[src/sv/dcrs_pkg.sv]
// Package: shared constants, codes and types of the color run segmenter.
`default_nettype none
package dcrs_pkg;

  // Default position width in encoder ticks
  localparam int unsigned POSITION_BITS = 32;

  // Configuration port
  localparam int unsigned CFG_IDX_W  = 1;
  localparam int unsigned CFG_DATA_W = 16;
  localparam logic [CFG_IDX_W-1:0] CFG_CONFIRM_COUNT   = 1'b0;
  localparam logic [CFG_IDX_W-1:0] CFG_TICKS_PER_BLOCK = 1'b1;

  localparam logic [7:0]  CONFIRM_RESET = 8'd25;
  localparam logic [15:0] TPB_RESET     = 16'd90;
  localparam logic [15:0] START_BLOCKS  = 16'd3;
  localparam logic [15:0] BLOCKS_MAX    = 16'hFFFF;

  // Command codes on the input channel
  localparam logic [1:0] CMD_START  = 2'd0;
  localparam logic [1:0] CMD_SAMPLE = 2'd1;
  localparam logic [1:0] CMD_STOP   = 2'd2;

  // Event codes on the result channel
  localparam logic [1:0] EV_START = 2'd0;
  localparam logic [1:0] EV_RUN   = 2'd1;
  localparam logic [1:0] EV_STOP  = 2'd2;

  // Sensor color codes
  localparam logic [2:0] COLOR_NONE   = 3'd0;
  localparam logic [2:0] COLOR_BLUE   = 3'd2;
  localparam logic [2:0] COLOR_GREEN  = 3'd3;
  localparam logic [2:0] COLOR_YELLOW = 3'd4;
  localparam logic [2:0] COLOR_RED    = 3'd5;
  localparam logic [2:0] COLOR_WHITE  = 3'd6;

  localparam int unsigned QUEUE_DEPTH = 2;

  typedef enum logic [1:0] {
    IK_START,
    IK_SAMPLE,
    IK_STOP
  } item_kind_t;

  typedef enum logic [1:0] {
    BK_IDLE,
    BK_DIVIDE,
    BK_DONE
  } back_state_t;

  function automatic logic is_run_color(input logic [2:0] c);
    return (c == COLOR_RED) || (c == COLOR_GREEN) || (c == COLOR_BLUE) ||
           (c == COLOR_YELLOW);
  endfunction

endpackage
`default_nettype wire

[src/sv/dcrs_in_if.sv]
// Interface: input channel carrying commands, color samples and positions.
`default_nettype none
interface dcrs_in_if #(
  parameter int unsigned POS_BITS = dcrs_pkg::POSITION_BITS
);
  logic                valid;
  logic                ready;
  logic [1:0]          cmd;
  logic [2:0]          sample_color;
  logic [POS_BITS-1:0] position;

  modport source (output valid, cmd, sample_color, position, input ready);
  modport sink   (input valid, cmd, sample_color, position, output ready);
endinterface
`default_nettype wire

[src/sv/dcrs_out_if.sv]
// Interface: result channel carrying start, run and stop events.
`default_nettype none
interface dcrs_out_if;
  logic        valid;
  logic        ready;
  logic [1:0]  event_kind;
  logic [2:0]  run_color;
  logic [15:0] run_blocks;

  modport source (output valid, event_kind, run_color, run_blocks, input ready);
  modport sink   (input valid, event_kind, run_color, run_blocks, output ready);
endinterface
`default_nettype wire

[src/sv/dcrs_queue.sv]
// Short FIFO between the front decoder and the back processor.
`default_nettype none
module dcrs_queue #(
  parameter int unsigned WIDTH = 8,
  parameter int unsigned DEPTH = dcrs_pkg::QUEUE_DEPTH
) (
  input  wire logic             clk,
  input  wire logic             rst_n,
  input  wire logic             push,
  input  wire logic [WIDTH-1:0] push_data,
  output logic                  space,
  input  wire logic             pop,
  output logic                  avail,
  output logic      [WIDTH-1:0] pop_data
);

  localparam int unsigned PTR_W = (DEPTH > 1) ? $clog2(DEPTH) : 1;
  localparam int unsigned CNT_W = $clog2(DEPTH + 1);

  logic [WIDTH-1:0] mem_r [DEPTH];
  logic [PTR_W-1:0] wptr_r, wptr_nxt;
  logic [PTR_W-1:0] rptr_r, rptr_nxt;
  logic [CNT_W-1:0] count_r, count_nxt;
  logic             do_push, do_pop;

  assign space    = count_r != CNT_W'(DEPTH);
  assign avail    = count_r != '0;
  assign pop_data = mem_r[rptr_r];
  assign do_push  = push && space;
  assign do_pop   = pop && avail;

  always_comb begin
    wptr_nxt  = wptr_r;
    rptr_nxt  = rptr_r;
    count_nxt = count_r;
    if (do_push) begin
      wptr_nxt = (wptr_r == PTR_W'(DEPTH - 1)) ? '0 : wptr_r + 1'b1;
    end
    if (do_pop) begin
      rptr_nxt = (rptr_r == PTR_W'(DEPTH - 1)) ? '0 : rptr_r + 1'b1;
    end
    if (do_push && !do_pop) begin
      count_nxt = count_r + 1'b1;
    end else if (do_pop && !do_push) begin
      count_nxt = count_r - 1'b1;
    end
  end

  always_ff @(posedge clk) begin
    if (!rst_n) begin
      wptr_r  <= '0;
      rptr_r  <= '0;
      count_r <= '0;
    end else begin
      wptr_r  <= wptr_nxt;
      rptr_r  <= rptr_nxt;
      count_r <= count_nxt;
    end
  end

  always_ff @(posedge clk) begin
    if (do_push) begin
      mem_r[wptr_r] <= push_data;
    end
  end

endmodule
`default_nettype wire

[src/sv/dcrs_front.sv]
// Front end: accepts input beats, decodes the command, queues work for the back end.
`default_nettype none
module dcrs_front #(
  parameter int unsigned POSITION_BITS = dcrs_pkg::POSITION_BITS,
  parameter int unsigned ENTRY_W       = $bits(dcrs_pkg::item_kind_t) + 3 + POSITION_BITS
) (
  dcrs_in_if.sink                  in_ch,
  output logic                     q_push,
  output logic [ENTRY_W-1:0]       q_data,
  input  wire logic                q_space
);

  dcrs_pkg::item_kind_t      kind;
  logic                      keep;
  logic [POSITION_BITS-1:0]  pos_ob;

  // Offset binary: flipping the sign bit makes unsigned order match signed order
  assign pos_ob = in_ch.position ^ {1'b1, {(POSITION_BITS-1){1'b0}}};

  always_comb begin
    kind = dcrs_pkg::IK_SAMPLE;
    keep = 1'b1;
    case (in_ch.cmd)
      dcrs_pkg::CMD_START:  kind = dcrs_pkg::IK_START;
      dcrs_pkg::CMD_SAMPLE: kind = dcrs_pkg::IK_SAMPLE;
      dcrs_pkg::CMD_STOP:   kind = dcrs_pkg::IK_STOP;
      default:              keep = 1'b0; // unknown command: beat taken, dropped
    endcase
  end

  assign in_ch.ready = q_space;
  assign q_push      = in_ch.valid && q_space && keep;
  assign q_data      = {kind, in_ch.sample_color, pos_ob};

endmodule
`default_nettype wire

[src/sv/dcrs_back.sv]
// Back end: debounce state, sequence control, iterative span divider and result register.
`default_nettype none
module dcrs_back #(
  parameter int unsigned POSITION_BITS = dcrs_pkg::POSITION_BITS,
  parameter int unsigned ENTRY_W       = $bits(dcrs_pkg::item_kind_t) + 3 + POSITION_BITS
) (
  input  wire logic                            clk,
  input  wire logic                            rst_n,
  input  wire logic                            cfg_we,
  input  wire logic [dcrs_pkg::CFG_IDX_W-1:0]  cfg_index,
  input  wire logic [dcrs_pkg::CFG_DATA_W-1:0] cfg_wdata,
  input  wire logic                            q_avail,
  input  wire logic [ENTRY_W-1:0]              q_data,
  output logic                                 q_pop,
  dcrs_out_if.source                           out_ch
);

  localparam int unsigned PB    = POSITION_BITS;
  localparam int unsigned CNT_W = $clog2(PB);
  localparam int unsigned KW    = $bits(dcrs_pkg::item_kind_t);

  dcrs_pkg::back_state_t state_r, state_nxt;

  logic [7:0]    confirm_r;
  logic [15:0]   tpb_r;
  logic [2:0]    held_r, held_nxt;
  logic [7:0]    rep_r, rep_nxt;
  logic [PB-1:0] ref_r, ref_nxt;
  logic          first_r, first_nxt;
  logic          fin_r, fin_nxt;
  logic [15:0]   div_r, div_nxt;
  logic [15:0]   rem_r, rem_nxt;
  logic [PB-1:0] quo_r, quo_nxt;
  logic [CNT_W-1:0] cnt_r, cnt_nxt;
  logic [2:0]    runc_r, runc_nxt;
  logic [PB-1:0] endpos_r, endpos_nxt;
  logic          out_valid_r, out_valid_nxt;
  logic [1:0]    out_kind_r, out_kind_nxt;
  logic [2:0]    out_color_r, out_color_nxt;
  logic [15:0]   out_blocks_r, out_blocks_nxt;

  dcrs_pkg::item_kind_t q_kind;
  logic [2:0]    q_color;
  logic [PB-1:0] q_pos;
  logic          slot_free;
  logic          start_div;
  logic          emit;
  logic          confirmed;
  logic          changed;
  logic [PB:0]   diff;
  logic [16:0]   trial;
  logic          trial_ge;
  logic          div_last;
  logic          quo_sat;

  assign q_kind  = dcrs_pkg::item_kind_t'(q_data[ENTRY_W-1 -: KW]);
  assign q_color = q_data[PB +: 3];
  assign q_pos   = q_data[PB-1:0];

  assign slot_free = !out_valid_r || out_ch.ready;
  assign confirmed = rep_r >= confirm_r;
  assign changed   = q_color != held_r;
  // pos > ref exactly when no borrow and a nonzero span
  assign diff      = {1'b0, q_pos} - {1'b0, ref_r};

  // One restoring divider step per cycle, dividend bits shifted out of quo_r
  assign trial    = {rem_r, quo_r[PB-1]};
  assign trial_ge = trial >= {1'b0, div_r};
  assign div_last = cnt_r == CNT_W'(PB - 1);
  assign quo_sat  = (quo_r >> 16) != '0;

  assign q_pop = (state_r == dcrs_pkg::BK_IDLE) && q_avail && slot_free;

  // Next state
  always_comb begin
    state_nxt = state_r;
    case (state_r)
      dcrs_pkg::BK_IDLE: begin
        if (start_div) begin
          state_nxt = dcrs_pkg::BK_DIVIDE;
        end
      end
      dcrs_pkg::BK_DIVIDE: begin
        if (div_last) begin
          state_nxt = dcrs_pkg::BK_DONE;
        end
      end
      dcrs_pkg::BK_DONE: begin
        if (quo_r == '0 || slot_free) begin
          state_nxt = dcrs_pkg::BK_IDLE;
        end
      end
      default: state_nxt = dcrs_pkg::BK_IDLE;
    endcase
  end

  // Datapath and outputs
  always_comb begin
    held_nxt       = held_r;
    rep_nxt        = rep_r;
    ref_nxt        = ref_r;
    first_nxt      = first_r;
    fin_nxt        = fin_r;
    div_nxt        = div_r;
    rem_nxt        = rem_r;
    quo_nxt        = quo_r;
    cnt_nxt        = cnt_r;
    runc_nxt       = runc_r;
    endpos_nxt     = endpos_r;
    start_div      = 1'b0;
    emit           = 1'b0;
    out_kind_nxt   = out_kind_r;
    out_color_nxt  = out_color_r;
    out_blocks_nxt = out_blocks_r;

    case (state_r)
      dcrs_pkg::BK_IDLE: begin
        if (q_pop) begin
          case (q_kind)
            dcrs_pkg::IK_START: begin
              held_nxt       = dcrs_pkg::COLOR_NONE;
              rep_nxt        = '0;
              ref_nxt        = q_pos;
              first_nxt      = 1'b0;
              fin_nxt        = 1'b0;
              emit           = 1'b1;
              out_kind_nxt   = dcrs_pkg::EV_START;
              out_color_nxt  = dcrs_pkg::COLOR_WHITE;
              out_blocks_nxt = dcrs_pkg::START_BLOCKS;
            end
            dcrs_pkg::IK_STOP: begin
              if (!fin_r) begin
                fin_nxt        = 1'b1;
                emit           = 1'b1;
                out_kind_nxt   = dcrs_pkg::EV_STOP;
                out_color_nxt  = dcrs_pkg::COLOR_NONE;
                out_blocks_nxt = '0;
              end
            end
            dcrs_pkg::IK_SAMPLE: begin
              if (!fin_r) begin
                if (!changed) begin
                  if (rep_r < confirm_r) begin
                    rep_nxt = rep_r + 1'b1;
                  end
                end else begin
                  rep_nxt  = '0;
                  held_nxt = q_color;
                end
                if (confirmed) begin
                  if (held_r == dcrs_pkg::COLOR_WHITE) begin
                    ref_nxt = q_pos;
                    if (first_r) begin
                      fin_nxt        = 1'b1;
                      emit           = 1'b1;
                      out_kind_nxt   = dcrs_pkg::EV_STOP;
                      out_color_nxt  = dcrs_pkg::COLOR_NONE;
                      out_blocks_nxt = '0;
                    end
                  end else if (changed && dcrs_pkg::is_run_color(held_r) &&
                               !diff[PB] && diff[PB-1:0] != '0) begin
                    start_div  = 1'b1;
                    quo_nxt    = diff[PB-1:0];
                    rem_nxt    = '0;
                    cnt_nxt    = '0;
                    div_nxt    = (tpb_r == '0) ? 16'd1 : tpb_r;
                    runc_nxt   = held_r;
                    endpos_nxt = q_pos;
                  end
                end
              end
            end
            default: ;
          endcase
        end
      end
      dcrs_pkg::BK_DIVIDE: begin
        rem_nxt = trial_ge ? 16'(trial - {1'b0, div_r}) : trial[15:0];
        quo_nxt = {quo_r[PB-2:0], trial_ge};
        cnt_nxt = cnt_r + 1'b1;
      end
      dcrs_pkg::BK_DONE: begin
        // zero blocks: dropped, state untouched
        if (quo_r != '0 && slot_free) begin
          first_nxt      = 1'b1;
          ref_nxt        = endpos_r;
          emit           = 1'b1;
          out_kind_nxt   = dcrs_pkg::EV_RUN;
          out_color_nxt  = runc_r;
          out_blocks_nxt = quo_sat ? dcrs_pkg::BLOCKS_MAX : quo_r[15:0];
        end
      end
      default: ;
    endcase

    if (emit) begin
      out_valid_nxt = 1'b1;
    end else if (out_ch.ready) begin
      out_valid_nxt = 1'b0;
    end else begin
      out_valid_nxt = out_valid_r;
    end
  end

  assign out_ch.valid      = out_valid_r;
  assign out_ch.event_kind = out_kind_r;
  assign out_ch.run_color  = out_color_r;
  assign out_ch.run_blocks = out_blocks_r;

  always_ff @(posedge clk) begin
    if (!rst_n) begin
      state_r     <= dcrs_pkg::BK_IDLE;
      confirm_r   <= dcrs_pkg::CONFIRM_RESET;
      tpb_r       <= dcrs_pkg::TPB_RESET;
      held_r      <= dcrs_pkg::COLOR_NONE;
      rep_r       <= '0;
      ref_r       <= '0;
      first_r     <= 1'b0;
      fin_r       <= 1'b1;
      out_valid_r <= 1'b0;
    end else begin
      state_r     <= state_nxt;
      held_r      <= held_nxt;
      rep_r       <= rep_nxt;
      ref_r       <= ref_nxt;
      first_r     <= first_nxt;
      fin_r       <= fin_nxt;
      out_valid_r <= out_valid_nxt;
      if (cfg_we) begin
        case (cfg_index)
          dcrs_pkg::CFG_CONFIRM_COUNT:   confirm_r <= cfg_wdata[7:0];
          dcrs_pkg::CFG_TICKS_PER_BLOCK: tpb_r     <= cfg_wdata;
          default: ;
        endcase
      end
    end
  end

  always_ff @(posedge clk) begin
    div_r        <= div_nxt;
    rem_r        <= rem_nxt;
    quo_r        <= quo_nxt;
    cnt_r        <= cnt_nxt;
    runc_r       <= runc_nxt;
    endpos_r     <= endpos_nxt;
    out_kind_r   <= out_kind_nxt;
    out_color_r  <= out_color_nxt;
    out_blocks_r <= out_blocks_nxt;
  end

`ifndef SYNTHESIS
  a_pop_only_idle: assert property (@(posedge clk) disable iff (!rst_n)
    q_pop |-> state_r == dcrs_pkg::BK_IDLE)
    else $error("queue popped while a run is in the divider");

  a_no_overwrite: assert property (@(posedge clk) disable iff (!rst_n)
    emit |-> (!out_valid_r || out_ch.ready))
    else $error("result register overwritten before it was taken");

  a_rem_below_div: assert property (@(posedge clk) disable iff (!rst_n)
    state_r == dcrs_pkg::BK_DIVIDE |-> (div_r != '0 && rem_r < div_r))
    else $error("divider remainder out of range");

  a_divide_length: assert property (@(posedge clk) disable iff (!rst_n)
    (state_r == dcrs_pkg::BK_IDLE && start_div) |=> (state_r == dcrs_pkg::BK_DIVIDE
      && cnt_r == '0))
    else $error("divider did not start from step zero");

  a_run_nonzero: assert property (@(posedge clk) disable iff (!rst_n)
    (out_valid_r && out_kind_r == dcrs_pkg::EV_RUN) |-> out_blocks_r != '0)
    else $error("run of zero blocks reported");
`endif

endmodule
`default_nettype wire

[src/sv/debounced_color_run_segmenter.sv]
// Top level: debounced color run segmenter, front decoder, queue and back processor.
//
//   channel  | dir | handshake          | payload
//   in_ch    | in  | valid/ready        | cmd, sample_color, position
//   out_ch   | out | valid/ready        | event_kind, run_color, run_blocks
//   cfg      | in  | cfg_we, no stall   | cfg_index, cfg_wdata
//
// A start, stop or non-run sample is handled in the idle state of the back end; a sample that
// closes a run goes on through the divide and done states of the one-bit-per-cycle span
// divider. The front takes a beat whenever the 2-entry queue has room.
// Synchronous active-low reset; no clearing pass. A result waiting on out_ch keeps the
// back end from taking the next queued beat; the queue absorbs input beats until full.
`default_nettype none
module debounced_color_run_segmenter #(
  parameter int unsigned POSITION_BITS = dcrs_pkg::POSITION_BITS
) (
  input  wire logic                            clk,
  input  wire logic                            rst_n,
  dcrs_in_if.sink                              in_ch,
  dcrs_out_if.source                           out_ch,
  input  wire logic                            cfg_we,
  input  wire logic [dcrs_pkg::CFG_IDX_W-1:0]  cfg_index,
  input  wire logic [dcrs_pkg::CFG_DATA_W-1:0] cfg_wdata
);

  localparam int unsigned ENTRY_W = $bits(dcrs_pkg::item_kind_t) + 3 + POSITION_BITS;

  logic               q_push;
  logic [ENTRY_W-1:0] q_wdata;
  logic               q_space;
  logic               q_pop;
  logic               q_avail;
  logic [ENTRY_W-1:0] q_rdata;

  dcrs_front #(
    .POSITION_BITS (POSITION_BITS),
    .ENTRY_W       (ENTRY_W)
  ) u_front (
    .in_ch   (in_ch),
    .q_push  (q_push),
    .q_data  (q_wdata),
    .q_space (q_space)
  );

  dcrs_queue #(
    .WIDTH (ENTRY_W),
    .DEPTH (dcrs_pkg::QUEUE_DEPTH)
  ) u_queue (
    .clk       (clk),
    .rst_n     (rst_n),
    .push      (q_push),
    .push_data (q_wdata),
    .space     (q_space),
    .pop       (q_pop),
    .avail     (q_avail),
    .pop_data  (q_rdata)
  );

  dcrs_back #(
    .POSITION_BITS (POSITION_BITS),
    .ENTRY_W       (ENTRY_W)
  ) u_back (
    .clk       (clk),
    .rst_n     (rst_n),
    .cfg_we    (cfg_we),
    .cfg_index (cfg_index),
    .cfg_wdata (cfg_wdata),
    .q_avail   (q_avail),
    .q_data    (q_rdata),
    .q_pop     (q_pop),
    .out_ch    (out_ch)
  );

endmodule
`default_nettype wire

[src/flat_wrapper.sv]
// flat-port wrapper written by rule: the top's interface ports become plain ports
module debounced_color_run_segmenter_flat 
#(
  parameter int unsigned POSITION_BITS = dcrs_pkg::POSITION_BITS
)
  (clk, rst_n, cfg_we, cfg_index, cfg_wdata, in_ch_valid, in_ch_cmd, in_ch_sample_color, in_ch_position, in_ch_ready, out_ch_valid, out_ch_event_kind, out_ch_run_color, out_ch_run_blocks, out_ch_ready);
  dcrs_in_if in_ch_i ();
  dcrs_out_if out_ch_i ();
  input  wire logic clk;
  input  wire logic rst_n;
  input  wire logic cfg_we;
  input  wire logic [dcrs_pkg::CFG_IDX_W-1:0] cfg_index;
  input  wire logic [dcrs_pkg::CFG_DATA_W-1:0] cfg_wdata;
  input wire logic [$bits(in_ch_i.valid)-1:0] in_ch_valid;
  input wire logic [$bits(in_ch_i.cmd)-1:0] in_ch_cmd;
  input wire logic [$bits(in_ch_i.sample_color)-1:0] in_ch_sample_color;
  input wire logic [$bits(in_ch_i.position)-1:0] in_ch_position;
  output wire logic [$bits(in_ch_i.ready)-1:0] in_ch_ready;
  output wire logic [$bits(out_ch_i.valid)-1:0] out_ch_valid;
  output wire logic [$bits(out_ch_i.event_kind)-1:0] out_ch_event_kind;
  output wire logic [$bits(out_ch_i.run_color)-1:0] out_ch_run_color;
  output wire logic [$bits(out_ch_i.run_blocks)-1:0] out_ch_run_blocks;
  input wire logic [$bits(out_ch_i.ready)-1:0] out_ch_ready;
  assign in_ch_i.valid = in_ch_valid;
  assign in_ch_i.cmd = in_ch_cmd;
  assign in_ch_i.sample_color = in_ch_sample_color;
  assign in_ch_i.position = in_ch_position;
  assign in_ch_ready = in_ch_i.ready;
  assign out_ch_valid = out_ch_i.valid;
  assign out_ch_event_kind = out_ch_i.event_kind;
  assign out_ch_run_color = out_ch_i.run_color;
  assign out_ch_run_blocks = out_ch_i.run_blocks;
  assign out_ch_i.ready = out_ch_ready;
  debounced_color_run_segmenter #(.POSITION_BITS(POSITION_BITS)) u_core (.clk(clk), .rst_n(rst_n), .in_ch(in_ch_i), .out_ch(out_ch_i), .cfg_we(cfg_we), .cfg_index(cfg_index), .cfg_wdata(cfg_wdata));
endmodule
[config.mk]
export PLATFORM = sky130hd
export DESIGN_NAME = debounced_color_run_segmenter_flat
export DESIGN_NICKNAME = d
export VERILOG_FILES = /design/src/sv/dcrs_pkg.sv /design/src/sv/dcrs_in_if.sv /design/src/sv/dcrs_out_if.sv /design/src/sv/dcrs_queue.sv /design/src/sv/dcrs_front.sv /design/src/sv/dcrs_back.sv /design/src/sv/debounced_color_run_segmenter.sv /design/src/flat_wrapper.sv
export SDC_FILE = /design/constraint.sdc
export NUM_CORES = 1
export LEC_CHECK = 0
export BUFFER_PORTS_ARGS = -buffer_cell sky130_fd_sc_hd__buf_2
export CORE_MARGIN = 4
export CORE_UTILIZATION = 45
export DETAILED_ROUTE_END_ITERATION = 10
export GPL_TIMING_DRIVEN = 0
export HOLD_SLACK_MARGIN = 0.1
export PLACE_DENSITY_LB_ADDON = 0.25
export SYNTH_ARGS = -nofsm -noshare
export SYNTH_HDL_FRONTEND = slang
export SYNTH_SLANG_ARGS = --single-unit
[constraint.sdc]
create_clock -name clk -period 9.3 [get_ports clk]
set_input_delay 1.395 -clock clk [delete_from_list [all_inputs] [get_ports clk]]
set_output_delay 1.395 -clock clk [all_outputs]
set_load 0.005 [all_outputs]
==> results of run 1 <==
## cells by family after synthesis
| logic type | count (synthesis) | synth area share |
|---|---|---|
| compound gates | 202 | 0.0985 |
| simple gates | 431 | 0.150 |
| buf+inv | 149 | 0.0408 |
| flops | 276 | 0.537 |
| mux | 113 | 0.0835 |
| fa+ha+maj | 66 | 0.0601 |
| xor+xnor | 49 | 0.0307 |
## stage by stage
stage	instances	instance area [µm²]	hold slack [ns]	setup TNS (ns)	total power, mW
2_1_floorplan	1286	14000	0.443	0	2.69
3_3_place_gp	1762	14900	0.456	-183.98	3.09
3_5_place_dp	1769	15100	0.461	0	3.12
4_1_cts	1825	16100	0.470	0	4.32
5_1_grt	1825	16100	0.485	0	4.57
6_report	1825	16100	0.467	0	4.31
## state kept, by name, indices dropped and copies added (netlist names), named ones only
name,flops
u_core.u_queue.mem_r,74
u_core.u_back.endpos_r,32
u_core.u_back.quo_r,32
u_core.u_back.ref_r,32
u_core.u_back.div_r,16
u_core.u_back.out_ch.run_blocks,16
u_core.u_back.rem_r,16
u_core.u_back.tpb_r,16
u_core.u_back.confirm_r,8
u_core.u_back.rep_r,8
u_core.u_back.cnt_r,5
u_core.u_back.held_r,3
u_core.u_back.out_ch.run_color,3
u_core.u_back.runc_r,3
u_core.u_back.out_ch.event_kind,2
u_core.u_back.state_r,2
u_core.u_queue.count_r,2
u_core.u_back.fin_r,1
u_core.u_back.first_r,1
u_core.u_back.out_ch.valid,1
u_core.u_queue.rptr_r,1
u_core.u_queue.wptr_r,1
## placed cells by master (no fill, tap or decap), types with 4 or more instances in the layout
| cell | n |
|---|---|
| a211oi_1 | 8 |
| a21boi_0 | 25 |
| a21o_1 | 13 |
| a21oi_1 | 45 |
| and2_1 | 43 |
| and3_1 | 7 |
| buf_2 | 86 |
| clkbuf_1 | 66 |
| clkbuf_16 | 32 |
| clkbuf_8 | 4 |
| clkinv_4 | 5 |
| dfxtp_1 | 77 |
| edfxtp_1 | 199 |
| ha_1 | 64 |
| inv_1 | 82 |
| mux2_2 | 30 |
| mux2i_1 | 83 |
| nand2_1 | 144 |
| nand2b_1 | 16 |
| nand3_1 | 25 |
| nand3b_1 | 7 |
| nand4_1 | 21 |
| nor2_1 | 92 |
| nor2b_1 | 20 |
| nor3_1 | 19 |
| nor4_1 | 16 |
| o211ai_1 | 10 |
| o21a_1 | 6 |
| o21ai_0 | 42 |
| o21bai_1 | 5 |
| o22ai_1 | 4 |
| o31ai_1 | 5 |
| or3_1 | 6 |
| xnor2_1 | 28 |
| xor2_1 | 21 |
## power groups by stage
| stage | sequential, mW | combinational, mW | clock, mW |
|---|---|---|---|
| finish | 1.53 | 1.59 | 1.19 |
| global route | 1.54 | 1.76 | 1.27 |
| CTS | 1.53 | 1.58 | 1.22 |
| detailed placement | 1.55 | 1.57 | 0 |
| global placement | 1.55 | 1.53 | 0 |
| floorplan | 1.55 | 1.15 | 0 |
## worst max-delay path by stage
stage          startpoint                      end  slack, ns  cells past startpoint
2_1_floorplan    register   u_core.u_back.cnt_r[0]       0.77                     15
3_5_place_dp     register  u_core.u_back.quo_r[14]       2.16                     17
5_1_grt          register  u_core.u_back.quo_r[15]       1.74                     17
4_1_cts          register  u_core.u_back.quo_r[14]       2.10                     17
6_report         register  u_core.u_back.quo_r[14]       2.17                     17
3_3_place_gp     register  u_core.u_back.quo_r[14]      -2.65                     15
## per-layer routing
metal	share of wire	vias up	wire, µm	track usage
li1	-	4829	-	-
met1	0.49	4570	14900	0.262
met2	0.45	224	13700	0.284
met3	0.045	43	1370	0.0209
met4	0.016	0	476	0.0364
met5	0	-	0	0
## area by class of cell
type	count	area (µm²)	share of cell area
clock buffers	43	882	0.0549
multi-input cells	861	5950	0.370
flip-flops and latches	276	7520	0.468
well taps	396	495	0.0308
inverters	82	308	0.0191
repair buffers	87	541	0.0336
clock inverters	13	124	0.00771
plain buffers	67	263	0.0163
## worst max-delay path, delay by kind of cell (launching register included)
kind            cells  cell delay (ns)
flops               1             0.30
simple gates        4             1.18
fa+ha+maj           2             0.75
buf+inv             4             1.77
mux                 1             0.30
compound gates      6             2.49
==> flow_metrics.py, run 1 <==
metrics = {
    "worst_setup_path": {
        "path_cells": "clkbuf_1 > clkbuf_1 > mux2i_1 > ha_1 > fa_1 > nand2b_1 > a2111oi_1 > o2111ai_1 > and3_1 > o31a_1 > o31ai_2 > a211oi_1 > nor4_1 > nor2_1 > a211oi_4 > buf_8 > buf_8",
        "cp_data_required_time_ns": 9.56,
        "cp_max_fo": 19,
        "reg2reg_slack_ns": 2.17,
        "cpPeakStageDelay_ns": 0.80,
        "cp.arrival_ns": 7.38,
        "worstRegToRegCells": 17,
        "rr_endpoint": "u_core.u_back.quo_r[14]",
        "slowest_stage": "clkbuf_1",
        "critical_path_class": "reg -> reg",
        "critPathLaunchType": "register",
        "cp-end-kind": "register",
    },
    "floorplan": {
        "std_cell_rows": 64,
        "die_y_um": 184,
        "core_mm2": 0.0307,
        "io_pins": 82,
        "initial_utilization": 0.457,
        "die_area_mm2": 0.0340,
        "die_width_um": 184,
    },
    "synthesis": {
        "synth_nets": 1411,
        "synth_common_cells": "edfxtp_1 (199), nand2_1 (144), nor2_1 (93)",
        "avgSynthCellArea_um2": 10.9,
        "yosysSeqAreaShare": 0.537,
        "synth_async_sr_flop_share": 0,
        "netlist.area_leader.share": 0.427,
        "synth_top_area_cell": "edfxtp_1",
        "yosys_warnings": 0,
        "synth_area_mm2": 0.0140,
        "synth_flop_cell": "edfxtp_1",
        "synth_area_leaders": "edfxtp_1 (43%), dfxtp_1 (11%), mux2i_1 (5.9%), ha_1 (5.7%), nand2_1 (3.9%)",
        "synth_edf_count": 199,
        "ys_ff_latch": 276,
        "synth.most_common_cell": "edfxtp_1",
        "synthDistinctLibCells": 72,
        "synthCells": 1286,
    },
    "sta": {
        "worstMarginPinSlew_ns": 1.06,
        "drv_slew": 0,
        "skew_ns": 0.0280,
        "fin_crit_sh": 0.766,
        "fmax_mhz": 140,
        "fin_crit_ns": 7.13,
        "hold_viol": 0,
        "rsz0062_at_grt": "false",
        "slew_headroom": 0.293,
        "setup_viol": 0,
        "finalWorstSetupSlack_ns": 2.17,
    },
    "pwr": {
        "switching_share": 0.349,
        "ir_drop_mv": 0.162,
        "power_frac_seq": 0.355,
        "p_sw_mw": 1.50,
        "p_clk_frac": 0.276,
        "power.internal_mw": 2.80,
        "p_leak_nw": 6.18,
        "p_comb_frac": 0.369,
        "p_per_area_mw_per_mm2": 268,
    },
    "placement": {
        "io_buffers": 80,
        "place_congestion": 0.850,
        "post-place-ws_ns": 2.16,
        "hpwl_um": 22700,
    },
    "clock_network": {
        "clock_sinks": 276,
        "cts_hold_buffers": 0,
        "cts_inserted_buffers": 30,
        "cts_setup_buffers": 0,
        "clk_pin_slew_ns": 0.06,
        "cts_root_buffer": "clkbuf_16",
        "htree_levels": 1,
        "cts_buffer_depth": 3,
        "cts_resized": 0,
        "clock_latency_ns": 0.56,
        "cts_tree": "yes",
    },
    "min_path": {
        "hp-start": "u_core.u_back.tpb_r[0]",
        "holdPathStages": 2,
        "hold_class": "reg -> reg",
        "hold_end": "u_core.u_back.tpb_r[0]",
    },
    "route": {
        "postRouteAntennaNets": 0,
        "vias": 9666,
        "drt-initial-drc-count": 727,
        "wire_per_inst_um": 16.7,
        "vias_per_cell": 5.30,
        "dr.pass1.iters": 5,
        "routed_wl_um": 30500,
        "drc_errors": 0,
    },
    "cells_and_area": {
        "synthToLayoutAreaGrowth_pct": 14.8,
        "fillCellCount": 2735,
        "n_antenna_cell": 0,
        "fin_util": 0.524,
        "drive_above_1_share": 0.136,
        "fin_nets": 1530,
    },
    "grt": {
        "grt_usage": 0.177,
        "antenna_found_initial": 0,
        "grt_pass1_wl_um": 49100,
        "overflow": 0,
        "grt_pass1_vias": 9370,
        "grt_start_max_net_pins": 23,
    },
    "outcome": {
        "run_status": "finished clean",
    },
    "job": {
        "cap_violations": 0,
    },
}
(Power assumes the default switching activity.)
==> inputs of run 2 (changes only) <==
==> constraint.sdc (replaced) <==
create_clock -name clk -period 5.9 [get_ports clk]
set_input_delay 0.885 -clock clk [delete_from_list [all_inputs] [get_ports clk]]
set_output_delay 0.885 -clock clk [all_outputs]
set_load 0.005 [all_outputs]
==> flow_metrics.py, run 2 (same netlist as run 1, synthesis figures left out) <==
metrics = {
    "cells_and_area": {
        "synthToLayoutAreaGrowth_pct": 14.9,
        "drive_above_1_share": 0.143,
        "n_antenna_cell": 0,
        "fin_nets": 1530,
        "final_cell_mix": "edfxtp_1 (199), nand2_1 (144), nor2_1 (92)",
        "mostFrequentLayoutCell": "edfxtp_1",
        "fin_util": 0.525,
        "largest_reg_flops": 74,
        "largest-register": "u_core.u_queue.mem_r",
    },
    "sta": {
        "hold_viol": 0,
        "fin_crit_ns": 5.45,
        "rsz0062_at_grt": "false",
        "fin_crit_sh": 0.924,
        "drv_slew": 0,
        "slew_headroom": 0.241,
        "worstMarginPinSlew_ns": 1.14,
        "skew_ns": 0.0207,
        "fmax_mhz": 183,
        "finalWorstSetupSlack_ns": 0.448,
        "setup_viol": 0,
    },
    "worst_setup_path": {
        "cp-endpoint": "u_core.u_back.quo_r[14]",
        "critPathLaunchType": "register",
        "rr_endpoint": "u_core.u_back.quo_r[14]",
        "worstRegToRegCells": 17,
        "critical_path_class": "reg -> reg",
        "cp.arrival_ns": 5.76,
        "cp_max_fo": 19,
        "cp_data_required_time_ns": 6.21,
        "reg2reg_slack_ns": 0.45,
        "cp-end-kind": "register",
    },
    "clock_network": {
        "htree_levels": 1,
        "clock_latency_ns": 0.56,
        "cts_tree": "yes",
        "cts_hold_buffers": 0,
        "clock_sinks": 276,
        "cts_root_buffer": "clkbuf_16",
        "cts_inserted_buffers": 29,
        "clk_pin_slew_ns": 0.06,
        "cts_buffer_depth": 3,
    },
    "pwr": {
        "p_per_area_mw_per_mm2": 421,
        "ir_drop_mv": 0.200,
        "p_leak_nw": 6.19,
    },
    "grt": {
        "antenna_found_initial": 0,
        "grt_pass1_wl_um": 48700,
        "grt_usage": 0.176,
        "grt_start_max_net_pins": 31,
        "overflow": 0,
        "grt_pass1_vias": 9324,
    },
    "min_path": {
        "hold_class": "reg -> reg",
    },
    "floorplan": {
        "io_pins": 82,
        "die_y_um": 184,
        "initial_utilization": 0.457,
        "die_width_um": 184,
        "die_area_mm2": 0.0340,
        "core_mm2": 0.0307,
        "std_cell_rows": 64,
    },
    "placement": {
        "post-place-ws_ns": -1.20,
        "hpwl_um": 22400,
        "place_congestion": 0.874,
        "io_buffers": 80,
    },
    "route": {
        "drt-initial-drc-count": 577,
        "dr.pass1.iters": 5,
        "drc_errors": 0,
        "vias": 9652,
        "routed_wl_um": 30400,
        "vias_per_cell": 5.29,
        "postRouteAntennaNets": 0,
        "wire_per_inst_um": 16.6,
    },
    "job": {
        "cap_violations": 0,
    },
    "outcome": {
        "run_status": "finished clean",
    },
}
## run 2: changes by cell type in the layout (fill, tap and decap cells not counted), sizes merged
cell,delta
clkbuf,-5
clkinv,-4
clkinvlp,+3
buf,+2
inv,+2
bufinv,+1
## run 2: worst max-delay path, cell delays in order, from the launching register on
cell and delay [ns]:
dfxtp_2 0.50, clkbuf_4 0.38, mux2i_1 0.18, ha_1 0.25
fa_1 0.45, nand2b_1 0.20, a2111oi_2 0.50, a211oi_2 0.13
xor2_1 0.37, nand4_1 0.16, a2111oi_2 0.37, and4_1 0.23
nand4_1 0.09, or4_4 0.53, nor4_4 0.34, a211oi_4 0.15
buf_16 0.19, buf_8 0.16
## run 2: report_power, final
group	internal [mW]	total, mW	switching, mW
clock	1.08	1.85	0.764
combinational	0.973	2.50	1.53
sequential	2.36	2.42	0.0664
## run 2: worst min path at each step
stage | start | endpoint | slack, ns | cells past startpoint
3_5_place_dp | u_core.u_back.tpb_r[0] | u_core.u_back.tpb_r[0] | 0.46 | 2
6_report | u_core.u_back.tpb_r[0] | u_core.u_back.tpb_r[0] | 0.46 | 2
2_1_floorplan | u_core.u_back.confirm_r[7] | u_core.u_back.confirm_r[7] | 0.44 | 2
3_3_place_gp | u_core.u_back.confirm_r[6] | u_core.u_back.confirm_r[6] | 0.46 | 2
4_1_cts | u_core.u_back.tpb_r[0] | u_core.u_back.tpb_r[0] | 0.47 | 2
5_1_grt | in_ch_sample_color[0] | u_core.u_queue.mem_r[1][32] | 0.48 | 1
## run 2: cell type report
| class | instances | area [µm²] |
|---|---|---|
| inverters | 82 | 308 |
| fillers | 2726 | 14600 |
| repair buffers | 89 | 566 |
| clock inverters | 15 | 145 |
| clock buffers | 39 | 835 |
| multi-input cells | 861 | 5960 |
| plain buffers | 66 | 265 |
| well taps | 396 | 495 |
| flip-flops and latches | 276 | 7520 |
## run 2: timing repair
item / in CTS / in global routing
endpoints found under the setup margin: 105 / 102
gates resized for setup: 4 / 5
pin swaps: 1 / 0
buffers inserted: 2 / 0
## run 2: routing by layer
layer,GRT usage,part of all wire
met5,0,0
met4,0.0355,0.016
met3,0.0257,0.049
met1,0.259,0.49
met2,0.279,0.44
## run 2: through the flow
| step | instances | area, µm² | TNS (ns) | power [mW] | hold WS [ns] |
|---|---|---|---|---|---|
| floorplan | 1286 | 14000 | 0 | 4.25 | 0.443 |
| global placement | 1762 | 14900 | -234.89 | 4.86 | 0.456 |
| detailed placement | 1769 | 15100 | -85.86 | 4.92 | 0.459 |
| CTS | 1824 | 16100 | 0 | 6.79 | 0.470 |
| global route | 1824 | 16100 | 0 | 7.16 | 0.483 |
| finish | 1824 | 16100 | 0 | 6.77 | 0.465 |
